--- src/design/lpc_pkg.sv ---
// ============================================================================
// lpc_pkg: shared types and constants for the LRU position cache
// Holds the operation codes, the controller state type, the command and status
// structs between controller and datapath, and the fixed field widths.
// ============================================================================
`default_nettype none

package lpc_pkg;

   // Operation codes carried in the request tuser field.
   localparam logic [1:0] OP_NEW_PASS = 2'd0;
   localparam logic [1:0] OP_REQUEST  = 2'd1;
   localparam logic [1:0] OP_REPORT   = 2'd2;

   // Fixed field widths.
   localparam int OP_W    = 2;
   localparam int KEY_W   = 32;
   localparam int FRAME_W = 24;
   localparam int POS_W   = 25;
   localparam int PASS_W  = 32;
   localparam int SEEK_W  = 32;
   localparam int SLOT_W  = 3;
   localparam int OCC_OUT_W = 4;
   localparam int REQ_DATA_W = 64;
   localparam int RSP_DATA_W = 80;

   // Stored position meaning "unknown": never equals frame plus one.
   localparam logic [POS_W-1:0] POS_UNKNOWN = {POS_W{1'b1}};
   localparam logic [31:0]      ALL_ONES32  = 32'hFFFF_FFFF;

   // Controller states.
   typedef enum logic [1:0] {
      ST_IDLE,
      ST_SCAN,
      ST_COMMIT
   } ctrl_state_type;

   // Commands from the controller to the datapath.
   typedef struct packed {
      logic accept;   // latch the incoming request and clear scan results
      logic scan_rd;  // read the table entry at the scan address
      logic commit;   // apply the update and load the response register
   } lpc_cmd_type;

   // Status from the datapath to the controller.
   typedef struct packed {
      logic in_is_request; // incoming request carries the lookup opcode
      logic out_busy;      // response register holds a result not yet taken
   } lpc_status_type;

endpackage

`default_nettype wire

--- src/design/lru_position_cache.sv ---
// ============================================================================
// lru_position_cache: fully associative LRU table of stream positions
// Top level joining the sequencing controller and the table datapath.
// ============================================================================
// Usage:
//   Requests arrive on the req_ stream; req_tuser carries the opcode (new pass,
//   lookup, decode report) and req_tdata the remaining fields. Each request
//   yields exactly one response on the rsp_ stream.
//   A lookup scans the table one entry per cycle through the single read port
//   of the table memories, so it passes through accept, a scan of every
//   entry and commit. New-pass and report requests go through accept and
//   commit only. The response is valid the cycle after the commit.
//   The response sits in an output register; the next request is accepted
//   while it waits, and a commit holds until the receiver takes the previous
//   response, so a stalled receiver stalls the block after one request.
//   Reset (synchronous, active high) empties the table and clears the pass
//   and seek counters; no clearing pass over the memories is needed.
// ============================================================================
`default_nettype none

module lru_position_cache #(
   parameter int ENTRIES = 8
) (
   input  wire logic        clock,
   input  wire logic        reset,
   // Request stream.
   input  wire logic        req_tvalid,
   output logic             req_tready,
   // Fields from bit 0: key_id[31:0], wanted_frame[55:32], open_ok[56],
   // report_slot[59:57], seek_done[60], decode_ok[61], zero fill [63:62].
   input  wire logic [63:0] req_tdata,
   // Fields from bit 0: op[1:0].
   input  wire logic [1:0]  req_tuser,
   // Response stream.
   output logic             rsp_tvalid,
   input  wire logic        rsp_tready,
   // Fields from bit 0: hit[0], slot[3:1], installed[4], need_seek[5],
   // evicted[6], evicted_key[38:7], occupancy[42:39], seek_total[74:43],
   // zero fill [79:75].
   output logic [79:0]      rsp_tdata
);
   import lpc_pkg::*;

   lpc_cmd_type              cmd;
   lpc_status_type           status;
   logic [$clog2(ENTRIES)-1:0] scan_addr;

   lpc_ctrl #(
      .ENTRIES (ENTRIES)
   ) u_ctrl (
      .clock      (clock),
      .reset      (reset),
      .req_tvalid (req_tvalid),
      .req_tready (req_tready),
      .status     (status),
      .cmd        (cmd),
      .scan_addr  (scan_addr)
   );

   lpc_datapath #(
      .ENTRIES (ENTRIES)
   ) u_datapath (
      .clock      (clock),
      .reset      (reset),
      .req_tuser  (req_tuser),
      .req_tdata  (req_tdata),
      .rsp_tvalid (rsp_tvalid),
      .rsp_tready (rsp_tready),
      .rsp_tdata  (rsp_tdata),
      .cmd        (cmd),
      .scan_addr  (scan_addr),
      .status     (status)
   );

endmodule

`default_nettype wire

--- src/design/lpc_ctrl.sv ---
// ============================================================================
// lpc_ctrl: sequencing state machine for the LRU position cache
// Accepts one request at a time, steps the table scan for lookups and issues
// the commit once the response register is free.
// ============================================================================
`default_nettype none

module lpc_ctrl #(
   parameter int ENTRIES = 8
) (
   input  wire logic                          clock,
   input  wire logic                          reset,
   input  wire logic                          req_tvalid,
   output logic                               req_tready,
   input  wire lpc_pkg::lpc_status_type       status,
   output lpc_pkg::lpc_cmd_type               cmd,
   output logic [$clog2(ENTRIES)-1:0]         scan_addr
);
   import lpc_pkg::*;

   localparam int IDX_W = $clog2(ENTRIES);
   localparam int CNT_W = $clog2(ENTRIES + 1);

   ctrl_state_type   state_ff, state_in;
   logic [CNT_W-1:0] cnt_ff, cnt_in;

   // State and scan counter registers.
   always_ff @(posedge clock) begin
      if (reset) begin
         state_ff <= ST_IDLE;
         cnt_ff   <= '0;
      end else begin
         state_ff <= state_in;
         cnt_ff   <= cnt_in;
      end
   end

   assign scan_addr = cnt_ff[IDX_W-1:0];

   // Next state and commands.
   always_comb begin
      state_in    = state_ff;
      cnt_in      = cnt_ff;
      req_tready  = 1'b0;
      cmd         = '0;
      case (state_ff)
         ST_IDLE: begin
            req_tready = 1'b1;
            cnt_in     = '0;
            if (req_tvalid) begin
               cmd.accept = 1'b1;
               state_in   = status.in_is_request ? ST_SCAN : ST_COMMIT;
            end
         end
         ST_SCAN: begin
            // One entry is read per cycle; the last compare lands when the
            // counter reaches the entry count.
            cnt_in      = cnt_ff + CNT_W'(1);
            cmd.scan_rd = (cnt_ff < CNT_W'(ENTRIES));
            if (cnt_ff == CNT_W'(ENTRIES)) begin
               state_in = ST_COMMIT;
            end
         end
         ST_COMMIT: begin
            if (!status.out_busy) begin
               cmd.commit = 1'b1;
               state_in   = ST_IDLE;
            end
         end
         default: begin
            state_in = ST_IDLE;
         end
      endcase
   end

endmodule

`default_nettype wire

--- src/design/lpc_datapath.sv ---
// ============================================================================
// lpc_datapath: table storage, scan compare and update logic
// Holds the key, position and pass memories, the valid bits, the pass and
// seek counters, the scan results and the response register.
// ============================================================================
`default_nettype none

module lpc_datapath #(
   parameter int ENTRIES = 8
) (
   input  wire logic                                clock,
   input  wire logic                                reset,
   input  wire logic [lpc_pkg::OP_W-1:0]            req_tuser,
   input  wire logic [lpc_pkg::REQ_DATA_W-1:0]      req_tdata,
   output logic                                     rsp_tvalid,
   input  wire logic                                rsp_tready,
   output logic [lpc_pkg::RSP_DATA_W-1:0]           rsp_tdata,
   input  wire lpc_pkg::lpc_cmd_type                cmd,
   input  wire logic [$clog2(ENTRIES)-1:0]          scan_addr,
   output lpc_pkg::lpc_status_type                  status
);
   import lpc_pkg::*;

   localparam int IDX_W = $clog2(ENTRIES);
   localparam int OCC_W = $clog2(ENTRIES + 1);

   // Table memories and valid bits.
   logic [KEY_W-1:0]  key_mem  [ENTRIES];
   logic [POS_W-1:0]  pos_mem  [ENTRIES];
   logic [PASS_W-1:0] pass_mem [ENTRIES];
   logic [ENTRIES-1:0] valid_ff;

   // Latched request fields.
   logic [OP_W-1:0]    op_ff;
   logic [KEY_W-1:0]   key_ff;
   logic [FRAME_W-1:0] frame_ff;
   logic               open_ok_ff;
   logic [SLOT_W-1:0]  rslot_ff;
   logic               seek_done_ff;
   logic               decode_ok_ff;

   // Counters.
   logic [PASS_W-1:0] pass_ff, pass_in;
   logic [SEEK_W-1:0] seek_ff, seek_in;
   logic [OCC_W-1:0]  occ_ff, occ_in;

   // Registered read stage of the scan.
   logic              rd_en_ff;
   logic [IDX_W-1:0]  rd_idx_ff;
   logic [KEY_W-1:0]  key_rd_ff;
   logic [POS_W-1:0]  pos_rd_ff;
   logic [PASS_W-1:0] pass_rd_ff;

   // Scan results.
   logic              found_ff;
   logic [IDX_W-1:0]  hit_idx_ff;
   logic [POS_W-1:0]  hit_pos_ff;
   logic              free_found_ff;
   logic [IDX_W-1:0]  free_idx_ff;
   logic              have_vic_ff;
   logic [IDX_W-1:0]  vic_idx_ff;
   logic [PASS_W-1:0] vic_pass_ff;
   logic [KEY_W-1:0]  vic_key_ff;

   // Response register.
   logic              rsp_valid_ff;
   logic [RSP_DATA_W-1:0] rsp_data_ff, rsp_data_in;

   // Commit outputs.
   logic              key_we, pos_we, pass_we, valid_set;
   logic [IDX_W-1:0]  w_idx;
   logic [POS_W-1:0]  w_pos;
   logic              r_hit, r_installed, r_need_seek, r_evicted;
   logic [IDX_W-1:0]  r_slot;
   logic [KEY_W-1:0]  r_evicted_key;
   logic              rslot_ok;
   logic [IDX_W-1:0]  rslot_idx;
   logic              entry_valid_rd;
   logic              better_vic;

   assign status.in_is_request = (req_tuser == OP_REQUEST);
   assign status.out_busy      = rsp_valid_ff && !rsp_tready;

   // Latch the fields of an accepted request.
   always_ff @(posedge clock) begin
      if (cmd.accept) begin
         op_ff        <= req_tuser;
         key_ff       <= req_tdata[31:0];
         frame_ff     <= req_tdata[55:32];
         open_ok_ff   <= req_tdata[56];
         rslot_ff     <= req_tdata[59:57];
         seek_done_ff <= req_tdata[60];
         decode_ok_ff <= req_tdata[61];
      end
   end

   // Table memories: one write address, one registered read address.
   always_ff @(posedge clock) begin
      if (key_we) begin
         key_mem[w_idx] <= key_ff;
      end
      if (pos_we) begin
         pos_mem[w_idx] <= w_pos;
      end
      if (pass_we) begin
         pass_mem[w_idx] <= pass_ff;
      end
      if (cmd.scan_rd) begin
         key_rd_ff  <= key_mem[scan_addr];
         pos_rd_ff  <= pos_mem[scan_addr];
         pass_rd_ff <= pass_mem[scan_addr];
         rd_idx_ff  <= scan_addr;
      end
   end

   // Compare stage of the scan: first match, first free slot, oldest entry.
   assign entry_valid_rd = valid_ff[rd_idx_ff];
   assign better_vic = !have_vic_ff || (pass_rd_ff < vic_pass_ff) ||
                       ((pass_rd_ff == vic_pass_ff) && (key_rd_ff < vic_key_ff));

   always_ff @(posedge clock) begin
      if (reset) begin
         rd_en_ff      <= 1'b0;
         found_ff      <= 1'b0;
         free_found_ff <= 1'b0;
         have_vic_ff   <= 1'b0;
      end else begin
         rd_en_ff <= cmd.scan_rd;
         if (cmd.accept) begin
            found_ff      <= 1'b0;
            free_found_ff <= 1'b0;
            have_vic_ff   <= 1'b0;
         end else if (rd_en_ff) begin
            if (entry_valid_rd && (key_rd_ff == key_ff) && !found_ff) begin
               found_ff <= 1'b1;
            end
            if (!entry_valid_rd && !free_found_ff) begin
               free_found_ff <= 1'b1;
            end
            if (entry_valid_rd && better_vic) begin
               have_vic_ff <= 1'b1;
            end
         end
      end
   end

   always_ff @(posedge clock) begin
      if (rd_en_ff) begin
         if (entry_valid_rd && (key_rd_ff == key_ff) && !found_ff) begin
            hit_idx_ff <= rd_idx_ff;
            hit_pos_ff <= pos_rd_ff;
         end
         if (!entry_valid_rd && !free_found_ff) begin
            free_idx_ff <= rd_idx_ff;
         end
         if (entry_valid_rd && better_vic) begin
            vic_idx_ff  <= rd_idx_ff;
            vic_pass_ff <= pass_rd_ff;
            vic_key_ff  <= key_rd_ff;
         end
      end
   end

   // Report slot decode: slots past the table size are ignored.
   assign rslot_ok  = (32'(rslot_ff) < ENTRIES);
   assign rslot_idx = IDX_W'(rslot_ff);

   // Update decision for the item being committed.
   always_comb begin
      key_we        = 1'b0;
      pos_we        = 1'b0;
      pass_we       = 1'b0;
      valid_set     = 1'b0;
      w_idx         = '0;
      w_pos         = POS_UNKNOWN;
      r_hit         = 1'b0;
      r_installed   = 1'b0;
      r_need_seek   = 1'b0;
      r_evicted     = 1'b0;
      r_slot        = '0;
      r_evicted_key = '0;
      pass_in       = pass_ff;
      seek_in       = seek_ff;
      occ_in        = occ_ff;
      if (cmd.commit) begin
         case (op_ff)
            OP_NEW_PASS: begin
               if (pass_ff != ALL_ONES32) begin
                  pass_in = pass_ff + PASS_W'(1);
               end
            end
            OP_REQUEST: begin
               if (found_ff) begin
                  // Hit: refresh the pass number only.
                  pass_we     = 1'b1;
                  w_idx       = hit_idx_ff;
                  r_hit       = 1'b1;
                  r_installed = 1'b1;
                  r_slot      = hit_idx_ff;
                  r_need_seek = (hit_pos_ff != {1'b0, frame_ff});
               end else if (open_ok_ff) begin
                  // Miss with a new source: take a free slot or the oldest entry.
                  key_we      = 1'b1;
                  pos_we      = 1'b1;
                  pass_we     = 1'b1;
                  valid_set   = 1'b1;
                  w_idx       = free_found_ff ? free_idx_ff : vic_idx_ff;
                  w_pos       = POS_UNKNOWN;
                  r_installed = 1'b1;
                  r_slot      = w_idx;
                  r_need_seek = 1'b1;
                  if (free_found_ff) begin
                     occ_in = occ_ff + OCC_W'(1);
                  end else begin
                     r_evicted     = 1'b1;
                     r_evicted_key = vic_key_ff;
                  end
               end
            end
            OP_REPORT: begin
               if (rslot_ok && valid_ff[rslot_idx]) begin
                  pos_we = 1'b1;
                  w_idx  = rslot_idx;
                  w_pos  = decode_ok_ff ? (POS_W'(frame_ff) + POS_W'(1)) : POS_UNKNOWN;
                  if (seek_done_ff && (seek_ff != ALL_ONES32)) begin
                     seek_in = seek_ff + SEEK_W'(1);
                  end
               end
            end
            default: begin
               // Unused opcode: no state change.
            end
         endcase
      end
   end

   // Response payload, highest field first.
   assign rsp_data_in = {5'd0, seek_in, OCC_OUT_W'(occ_in), r_evicted_key, r_evicted,
                         r_need_seek, r_installed, SLOT_W'(r_slot), r_hit};

   // Counters, valid bits and response register.
   always_ff @(posedge clock) begin
      if (reset) begin
         valid_ff     <= '0;
         pass_ff      <= '0;
         seek_ff      <= '0;
         occ_ff       <= '0;
         rsp_valid_ff <= 1'b0;
      end else begin
         pass_ff <= pass_in;
         seek_ff <= seek_in;
         occ_ff  <= occ_in;
         if (valid_set) begin
            valid_ff[w_idx] <= 1'b1;
         end
         if (cmd.commit) begin
            rsp_valid_ff <= 1'b1;
         end else if (rsp_tready) begin
            rsp_valid_ff <= 1'b0;
         end
      end
   end

   always_ff @(posedge clock) begin
      if (cmd.commit) begin
         rsp_data_ff <= rsp_data_in;
      end
   end

   assign rsp_tvalid = rsp_valid_ff;
   assign rsp_tdata  = rsp_data_ff;

   // The fill count tracks the valid bits.
   a_occ_matches_valid: assert property (@(posedge clock) disable iff (reset)
      $countones(valid_ff) == int'(occ_ff))
      else $error("occupancy count differs from valid bits");

   // A commit never overwrites a result that is still waiting.
   a_commit_free: assert property (@(posedge clock) disable iff (reset)
      cmd.commit |-> !(rsp_valid_ff && !rsp_tready))
      else $error("commit while response register busy");

   // An eviction only comes with a fresh install on a full table.
   a_evict_install: assert property (@(posedge clock) disable iff (reset)
      (cmd.commit && r_evicted) |-> (r_installed && !r_hit && !free_found_ff &&
                                     occ_ff == OCC_W'(ENTRIES)))
      else $error("eviction without a full-table install");

   // Each scan compare follows its read in the next cycle.
   a_scan_trail: assert property (@(posedge clock) disable iff (reset)
      cmd.scan_rd |=> rd_en_ff)
      else $error("scan read not followed by compare");

endmodule

`default_nettype wire
--- config.mk ---
export PLATFORM = sky130hd
export DESIGN_NAME = lru_position_cache
export DESIGN_NICKNAME = d
export VERILOG_FILES = /design/src/design/lpc_pkg.sv /design/src/design/lru_position_cache.sv /design/src/design/lpc_ctrl.sv /design/src/design/lpc_datapath.sv
export SDC_FILE = /design/constraint.sdc
export NUM_CORES = 1
export LEC_CHECK = 0
export BUFFER_PORTS_ARGS = -buffer_cell sky130_fd_sc_hd__buf_4
export CORE_MARGIN = 1
export CORE_UTILIZATION = 55
export CTS_BUF_LIST = sky130_fd_sc_hd__clkbuf_16
export CTS_CLUSTER_DIAMETER = 80
export DETAILED_ROUTE_END_ITERATION = 10
export PLACE_DENSITY = 0.72
export SYNTH_ARGS = -nofsm -noshare
export SYNTH_HDL_FRONTEND = slang
export SYNTH_SLANG_ARGS = --single-unit
--- constraint.sdc ---
create_clock -name clock -period 9.3 [get_ports clock]
set_clock_uncertainty 0.05 [all_clocks]
set_input_delay 0.465 -clock clock [delete_from_list [all_inputs] [get_ports clock]]
set_output_delay 0.465 -clock clock [all_outputs]
set_load 0.03 [all_outputs]
## Word level (Yosys, flattened, before mapping)

Memory sizes are Yosys's and may differ from the RTL's. A register that Yosys moved wholly into a read port is not among the register bits.
Cells that the tools add are included.

| word-level totals | value |
|---|---|
| bits in writable memories | 712 |
| memories kept | 3 |
| register bits after elaboration | 327 |
| logic and storage cells | 146 |
| output and inout port bits | 82 |

| cells by class | value |
|---|---|
| eq/ne operators | 14 |
| bitwise gates (word level) | 3 |
| add/subtract/negate cells | 5 |
| reductions and logical operators | 27 |
| muxes and demuxes | 58 |
| order comparisons | 7 |

Memory list:

| memory | words | width | rd ports | clocked after memory_dff | write ports | RTL line | source |
|---|---|---|---|---|---|---|---|
| u_datapath.key_mem | 8 | 32 | 1 | 1 | 1 | lpc_datapath.sv:28 | `logic [KEY_W-1:0] key_mem [ENTRIES];` |
| u_datapath.pass_mem | 8 | 32 | 1 | 1 | 1 | lpc_datapath.sv:30 | `logic [PASS_W-1:0] pass_mem [ENTRIES];` |
| u_datapath.pos_mem | 8 | 25 | 1 | 1 | 1 | lpc_datapath.sv:29 | `logic [POS_W-1:0] pos_mem [ENTRIES];` |

Operators with widths:

| operator | count |
|---|---|
| $mux W32 | 4 |
| $mux W25 | 4 |
| $add A32 B1 Y32 const B | 2 |
| $eq A32 B32 Y1 | 2 |
| $lt A32 B32 Y1 | 2 |
| $ne A32 B32 Y1 const B | 2 |
| $mux W1 | 29 |
| $add A24 B1 Y25 const B | 1 |
| $ne A25 B24 Y1 | 1 |
| $mux W4 | 5 |
| $mux W3 | 5 |
| $lt A3 B4 Y1 const B | 3 |
| $add A4 B1 Y4 const B | 2 |
| $logic_and A1 B1 Y1 | 8 |
| $mux W2 | 4 |
| $or A8 B8 Y8 | 1 |
| $pmux W4 S2 | 1 |
| $bmux W1 S3 | 2 |
| $eq A2 B1 Y1 const B | 3 |
| $pmux W2 S3 | 1 |
| $pmux W3 S2 | 1 |
| $reduce_and A2 Y1 | 3 |
| $reduce_and A3 Y1 | 2 |
| $logic_not A1 Y1 | 5 |
| other kinds (15) | 21 |

## Depth between registers and ports, before layout

Gate-level depths: netlist of run 1.

| depth | value |
|---|---|
| word-level depth | 10 |
| gate-level depth with buffers | 9 |
| gate-level depth less buffers | 8 |

## By module

From an unflattened synthesis of run 1, not the netlist that was laid out.

| unflattened totals | value |
|---|---|
| cells, all modules | 2,358 |
| area, all modules | 44,259.9 um^2 |

By module, submodules not included:

| module | area each (um^2) | seq. area each (um^2) | cells each | instances |
|---|---|---|---|---|
| lpc_datapath | 43,887.1 | 32,881.5 | 2,315 | 1 |
| lpc_ctrl | 372.9 | 120.1 | 43 | 1 |

## Least setup slack after synthesis of run 1

No wires, ideal clock.

| path | value |
|---|---|
| path type | reg-to-reg |
| start | reg u_datapath.rsp_valid_ff, in the netlist u_datapath.rsp_tvalid |
| end | mem u_datapath.key_mem[6][0] (enable) |
| path buffers | 0 |
| data arrival time | 6.523 ns |
| cell stages (with the launch flop) | 5 |
| library setup time | 0.423 ns |
| slack | 2.304 ns |
| clock period less this slack | 6.996 ns |
| cell sequence | dfxtp_1 nor2b_1 nor2_1 nand2_1 nor2_1 |

RTL lines:

| what | RTL line | source |
|---|---|---|
| from (decl) | lpc_datapath.sv:66 | `logic rsp_valid_ff;` |
| from (signal assigned) | lpc_datapath.sv:248 | `rsp_valid_ff <= 1'b0;` |
| from (signal assigned) | lpc_datapath.sv:257 | `rsp_valid_ff <= 1'b1;` |
| from (signal assigned) | lpc_datapath.sv:259 | `rsp_valid_ff <= 1'b0;` |
| to (decl) | lpc_datapath.sv:28 |  |

## Worst setup path in the final report of run 1

| path | value |
|---|---|
| start | reg u_datapath.free_found_ff |
| end | mem u_datapath.pass_mem[1][17] (enable) |

| between the ends | value |
|---|---|
| cells in the longest elaborated chain, start to end | 5 |

RTL lines:

| what | RTL line | source |
|---|---|---|
| from (decl) | lpc_datapath.sv:58 | `logic free_found_ff;` |
| from (signal assigned) | lpc_datapath.sv:125 | `free_found_ff <= 1'b0;` |
| from (signal assigned) | lpc_datapath.sv:131 | `free_found_ff <= 1'b0;` |
| from (signal assigned) | lpc_datapath.sv:138 | `free_found_ff <= 1'b1;` |
| $mux W3 | lpc_datapath.sv:207 | `w_idx = free_found_ff ? free_idx_ff : vic_idx_ff;` |
| $mux W3 | lpc_datapath.sv:201 | `end else if (open_ok_ff) begin` |
| $mux W3 | lpc_datapath.sv:193 | `if (found_ff) begin` |
| $pmux W3 S2 | lpc_datapath.sv:186 | `case (op_ff)` |
| $mux W3 | lpc_datapath.sv:185 | `if (cmd.commit) begin` |
| to (decl) | lpc_datapath.sv:30 |  |

Every way passes these cells.

==> results of run 1 <==
kinds of logic after synthesis:
group | after synthesis
DFF | 1128
and+or+nand+nor | 730
muxes | 196
buffers and inverters | 171
xor gates and xnor gates | 131
AOI/OAI and AO/OA | 112
adders and majority gates | 72
other | 1
power groups by stage:
stage | combinational (mW) | clock (mW) | sequential, mW
2_1_floorplan | 0.137 | 0 | 5.75
3_3_place_gp | 0.253 | 0 | 5.74
3_5_place_dp | 0.259 | 0 | 5.74
4_1_cts | 0.283 | 4.26 | 5.63
5_1_grt | 0.301 | 4.47 | 5.64
6_report | 0.280 | 4.19 | 5.63
cell usage in the layout, fill, tap and decap left out, types with 5 or more instances in the layout:
| cell type | instances |
|---|---|
| dfxtp_1 | 83 |
| nor2_4 | 18 |
| inv_1 | 106 |
| xor2_1 | 79 |
| nand2b_1 | 7 |
| nand4_1 | 51 |
| dlygate4sd3_1 | 64 |
| mux2i_1 | 8 |
| nor2_1 | 62 |
| nand3_1 | 56 |
| bufinv_16 | 10 |
| a21oi_1 | 44 |
| clkinv_1 | 28 |
| mux4_2 | 180 |
| and3_1 | 24 |
| and4_1 | 12 |
| nor4_1 | 11 |
| conb_1 | 5 |
| nand2_1 | 344 |
| o21ai_0 | 18 |
| ha_1 | 72 |
| nor3_1 | 51 |
| clkinv_2 | 19 |
| nor2b_1 | 39 |
| or3_1 | 13 |
| mux2_2 | 8 |
| buf_4 | 183 |
| edfxtp_1 | 1041 |
| xnor2_1 | 52 |
| and2_1 | 6 |
| or4_1 | 5 |
| clkbuf_16 | 109 |
| nor2_2 | 7 |
sequential cells by signal, summed over array words and instances (netlist names), 8 cells and up:
| name | flops |
|---|---|
| u_datapath.key_mem | 256 |
| u_datapath.vic_pass_ff | 32 |
| u_datapath.vic_key_ff | 32 |
| u_datapath.pos_mem | 200 |
| u_datapath.rsp_tdata | 75 |
| u_datapath.valid_ff | 8 |
| u_datapath.frame_ff | 24 |
| u_datapath.key_ff | 32 |
| u_datapath.key_rd_ff | 32 |
| u_datapath.pass_ff | 32 |
| u_datapath.seek_ff | 32 |
| u_datapath.pass_rd_ff | 32 |
| u_datapath.hit_pos_ff | 25 |
| u_datapath.pass_mem | 256 |
| u_datapath.pos_rd_ff | 25 |
area by class of cell:
type / instances / area [um^2]
Timing Repair Buffer: 248 / 2030
Inverter: 77 / 290
Clock inverter: 91 / 689
Multi-Input combinational cell: 1246 / 10600
Tap cell: 1050 / 1310
Fill cell: 5374 / 28500
Clock buffer: 109 / 2730
Sequential cell: 1128 / 33000
worst max-delay path by stage:
stage	to	from	cells past startpoint
global placement	u_datapath.pass_mem[1][16]$_DFFE_PP_	u_datapath.free_found_ff$_SDFFE_PP0P_	7
CTS	u_datapath.pass_mem[1][17]$_DFFE_PP_	u_ctrl.state_ff[1]$_SDFFE_PP0P_	8
floorplan	u_datapath.key_mem[6][0]$_DFFE_PP_	u_datapath.rsp_tvalid$_SDFFE_PP0P_	4
global route	u_datapath.pass_mem[3][19]$_DFFE_PP_	u_ctrl.state_ff[1]$_SDFFE_PP0P_	8
finish	u_datapath.pass_mem[1][17]$_DFFE_PP_	u_datapath.free_found_ff$_SDFFE_PP0P_	7
detailed placement	u_datapath.pass_mem[1][19]$_DFFE_PP_	u_ctrl.state_ff[1]$_SDFFE_PP0P_	8
worst max-delay path, stage by stage (launching register included):
cell and delay [ns]:
dfxtp_2 0.92, mux2_2 0.42, a22oi_1 0.26, o311ai_0 0.42, nor3b_1 0.62, nand2_1 0.33, nor2_4 0.13, buf_4 0.52
metrics by stage:
stage	setup WS, ns	util
after floorplan	2.30	-
after global placement	5.47	0.589
after detailed placement	5.29	0.589
after CTS	5.24	0.640
after global routing	4.93	0.640
final	5.20	0.640
per-layer routing:
layer | up-vias | GRT usage
li1 | 10300 | -
met1 | 11800 | 0.314
met2 | 736 | 0.391
met3 | 138 | 0.0330
met4 | 2 | 0.0781
met5 | - | 0
what timing repair did:
action,4_1_cts,5_1_grt
setup buffers,0,0
hold endpoints to repair,64,0
hold buffers,64,0
endpoints found under the setup margin,0,0
==> flow_summary.json, run 1 <==
{
  "ir_drop_uv": 139,
  "min_from": "rsp_tready",
  "nets": 2949,
  "ant_nets": 0,
  "synth_commonest_cells": "1041 x edfxtp_1, 344 x nand2_1, 180 x mux4_2",
  "setup_viol": 0,
  "critPathArrivalTime_ns": 4.33,
  "power_density_nw_per_um2": 199,
  "drt_iter0_drc": 2067,
  "synth_simple_gate_area_frac": 0.0781,
  "final_layout_size_suffix_gt1_frac": 0.193,
  "cts_made_buffers": 106,
  "r2r_end": "u_datapath.pass_mem[1][17]$_DFFE_PP_",
  "min_path_type": "input port to register",
  "cts.clk_slew.worst_paths_ns": 0.06,
  "start_kind": "register",
  "routed_wl_mm": 92.7,
  "worstRegToRegCells": 7,
  "slew_headroom": 0.193,
  "synth_cell_types": 69,
  "clockPowerShare": 0.415,
  "reg2reg_from": "u_datapath.free_found_ff$_SDFFE_PP0P_",
  "rrSetupSlack_ns": 5.20,
  "place_inst": 3685,
  "p_total_mw": 10.1,
  "hold_depth": 4,
  "cap_violations": 0,
  "chipWidth_um": 285,
  "hold_path_end": "u_ctrl.state_ff[1]$_SDFFE_PP0P_",
  "worst_slew_pin_slew_ns": 1.21,
  "antenna_cells": 0,
  "fin_tns_setup_ns": 0,
  "post-dp-hpwl_mm": 52.0,
  "syn_area_per_cell_um2": 17.4,
  "end_kind": "register",
  "io_buffers": 144,
  "whs_ns": 0.219,
  "wire_per_inst_um": 23.5,
  "clockBufferDepth": 3,
  "grt_pass1_vias": 23900,
  "dr.pass1.iters": 5,
  "route.detailed.drc": 0,
  "cts_resized": 0,
  "synth_area_um2": 44100,
  "yosys_warnings": 0,
  "crit_required_ns": 9.53,
  "top_level_ports": 152,
  "p_seq_frac": 0.557,
  "internal_power_mw": 8.08,
  "core_um2": 79300,
  "top_layer": "met5",
  "layout_min_cycle_time_ns": 4.10,
  "netlist.area_leader.share": 0.708,
  "grt_pass1_wl_mm": 143,
  "cts_sinks": 1128,
  "grt.total_usage": 0.232,
  "synth-seq-cells": 1128,
  "async_reset_ff_frac": 0,
  "synthTopCellsByArea": "edfxtp_1 71%, mux4_2 9.2%, dfxtp_1 3.9%",
  "synth-main-ff-cell": "edfxtp_1",
  "synth_mux_area_frac": 0.0957,
  "yosysTopAreaCell": "edfxtp_1",
  "fin_crit_sh": 0.441,
  "die_area_um2": 81400,
  "grt_overflow": 0,
  "route.met2.wl_mm": 46.5,
  "gp_congestion": 0.824,
  "synth_most_common_cell": "edfxtp_1",
  "run_status": "completed",
  "synth_edf_count": 1041,
  "synth_top_family_by_area": "multiplexers",
  "swShare": 0.200,
  "maxSlewViolCount": 0,
  "syn_to_final_growth_pct": 14.9,
  "cts_tree": "done",
  "dpl_cell_area_um2": 46700,
  "dr_wl_met3_mm": 5.29,
  "grt_max_degree": 115,
  "crit_type": "register to register",
  "hold_viol": 0,
  "via_per_inst": 5.83,
  "yosysSeqAreaShare": 0.748,
  "p_leak_nw": 17.2,
  "synth_compound_area_frac": 0.0167,
  "antenna_found_initial": 2,
  "met1Wirelength_mm": 38.4,
  "finalNonFillerCells": 3949,
  "fmax_mhz": 244,
  "synth_xor_area_frac": 0.0260,
  "final_area_um2": 50700,
  "power_frac_comb": 0.028,
  "vias": 23000,
  "syn_inst": 2541,
  "start_util": 0.557,
  "rsz0062_at_grt": "no",
  "die_y_um": 285,
  "synthAdderAreaFrac": 0.0204,
  "p_sw_mw": 2.03,
  "row_count": 103,
  "htreeDepth": 3,
  "cp_max_fo": 39,
  "insertion_delay_ns": 0.67,
  "cts-root-buf": "clkbuf_16"
}
Power figures use the tool's default switching activity.
==> inputs of run 2 (changes only) <==
--- a/config.mk
+++ b/config.mk
@@ -11,7 +11,7 @@
 export CTS_BUF_LIST = sky130_fd_sc_hd__clkbuf_16
 export CTS_CLUSTER_DIAMETER = 80
 export DETAILED_ROUTE_END_ITERATION = 10
-export PLACE_DENSITY = 0.72
+export PLACE_DENSITY = 0.75
 export SYNTH_ARGS = -nofsm -noshare
 export SYNTH_HDL_FRONTEND = slang
 export SYNTH_SLANG_ARGS = --single-unit
==> constraint.sdc (replaced) <==
create_clock -name clock -period 3.3 [get_ports clock]
set_clock_uncertainty 0.05 [all_clocks]
set_input_delay 0.165 -clock clock [delete_from_list [all_inputs] [get_ports clock]]
set_output_delay 0.165 -clock clock [all_outputs]
set_load 0.03 [all_outputs]
==> flow_summary.json, run 2 (synthesized netlist as in run 1, its figures left out) <==
{
  "htreeDepth": 3,
  "clockBufferDepth": 3,
  "cts_made_buffers": 108,
  "cts-root-buf": "clkbuf_16",
  "setup_ws_ns": 0.254,
  "end_kind": "register",
  "ant_nets": 0,
  "final_area_um2": 51400,
  "reg.largest.list": "u_datapath.key_mem (256), u_datapath.pass_mem (256), u_datapath.pos_mem (200)",
  "start_util": 0.557,
  "row_count": 103,
  "cts.clk_slew.worst_paths_ns": 0.06,
  "p_total_mw": 28.5,
  "chipWidth_um": 285,
  "top_layer": "met4",
  "met1Wirelength_mm": 37.3,
  "cap_violations": 0,
  "final_cell_mix": "1041 x edfxtp_1, 341 x nand2_1, 180 x mux4_2, 179 x buf_4, 109 x clkbuf_16",
  "antenna_found_initial": 0,
  "nets": 2984,
  "dpl_cell_area_um2": 47400,
  "finalNonFillerCells": 3983,
  "grt_pass1_wl_mm": 143,
  "route.met2.wl_mm": 48.3,
  "post-dp-hpwl_mm": 54.8,
  "critPathArrivalTime_ns": 3.34,
  "layout_min_cycle_time_ns": 3.05,
  "critPathSlowestCell": "edfxtp_1",
  "routed_wl_mm": 94.7,
  "gp_congestion": 0.819,
  "final_layout_size_suffix_gt1_frac": 0.207,
  "hold_viol": 0,
  "dr_wl_met3_mm": 6.38,
  "cts_tree": "done",
  "fin_crit_sh": 0.923,
  "run_status": "completed",
  "route.detailed.drc": 0,
  "ir_drop_uv": 537,
  "io_buffers": 144,
  "die_y_um": 285,
  "via_per_inst": 5.90,
  "syn_to_final_growth_pct": 16.5,
  "min_path_type": "input port to register",
  "insertion_delay_ns": 0.69,
  "p_leak_nw": 17.4,
  "fmax_mhz": 328,
  "maxSlewViolCount": 0,
  "wire_per_inst_um": 23.8,
  "final_common_cell": "edfxtp_1",
  "slew_headroom": 0.299,
  "dp_slack_ns": 0.281,
  "path_cells": "ha_1, and2_0, a22oi_1, o311ai_0, buf_4, nor3b_2, nand2_2, nor2_4, buf_12",
  "rsz0062_at_grt": "no",
  "antenna_cells": 0,
  "critPathBufInv": 2,
  "drt_iter0_drc": 2321,
  "core_um2": 79300,
  "top_level_ports": 152,
  "vias": 23500,
  "critical-path-top-delay-family": "simple AND/OR/NAND/NOR gates",
  "cp_max_fo": 32,
  "cts_setup_buffers": 0,
  "rrSetupSlack_ns": 0.25,
  "die_area_um2": 81400,
  "grt_pass1_vias": 24300,
  "place_inst": 3715,
  "start_kind": "register",
  "dr.pass1.iters": 5,
  "cts_sinks": 1128,
  "grt_overflow": 0,
  "cpPeakStageDelay_ns": 0.39,
  "grt_max_degree": 93,
  "whs_ns": 0.105,
  "setup_viol": 0,
  "worst_slew_pin_slew_ns": 1.05,
  "crit_required_ns": 3.60,
  "crit_type": "register to register",
  "power_density_nw_per_um2": 555,
  "grt.total_usage": 0.234
}
run 2: report_power, final:
part	internal (mW)	total, mW	switching, mW
Combinational	0.348	0.836	0.489
Clock	6.63	11.8	5.19
Sequential	15.7	15.9	0.182
run 2: worst paths after layout:
check | cells past startpoint | to | start
worst max register to register | 9 | u_datapath.pass_mem[1][12]$_DFFE_PP_ | u_datapath.op_ff[0]$_DFFE_PP_
worst min-delay path | 2 | u_datapath.seek_ff[8]$_SDFF_PP0_ | reset
worst max-delay path | 9 | u_datapath.pass_mem[1][12]$_DFFE_PP_ | u_datapath.op_ff[0]$_DFFE_PP_
worst min register to register | 0 | u_datapath.hit_pos_ff[10]$_DFFE_PP_ | u_datapath.pos_rd_ff[10]$_DFFE_PP_
run 2: final cells by class:
class                           count  area, um^2
Clock inverter                     92         679
Tap cell                         1050        1310
Inverter                           77         290
Multi-Input combinational cell   1246       10700
Timing Repair Buffer              281        2720
Fill cell                        5154       27800
Clock buffer                      109        2730
Sequential cell                  1128       33000
run 2: stage by stage:
stage	util	TNS, ns
after floorplan	-	-377.20
after global placement	0.598	0
after detailed placement	0.598	0
after CTS	0.649	0
after global routing	0.649	0
final	0.649	0
run 2: what timing repair did:
action,in CTS,in global routing
gates resized for setup,0,0
endpoints found under the hold margin,66,0
setup endpoints to repair,0,0
hold buffers,67,0
run 2: layer usage:
metal,vias to the layer above,global-route usage
met3,179,0.0383
met1,12000,0.306
met4,0,0.0789
met2,964,0.402
li1,10400,-
met5,-,0
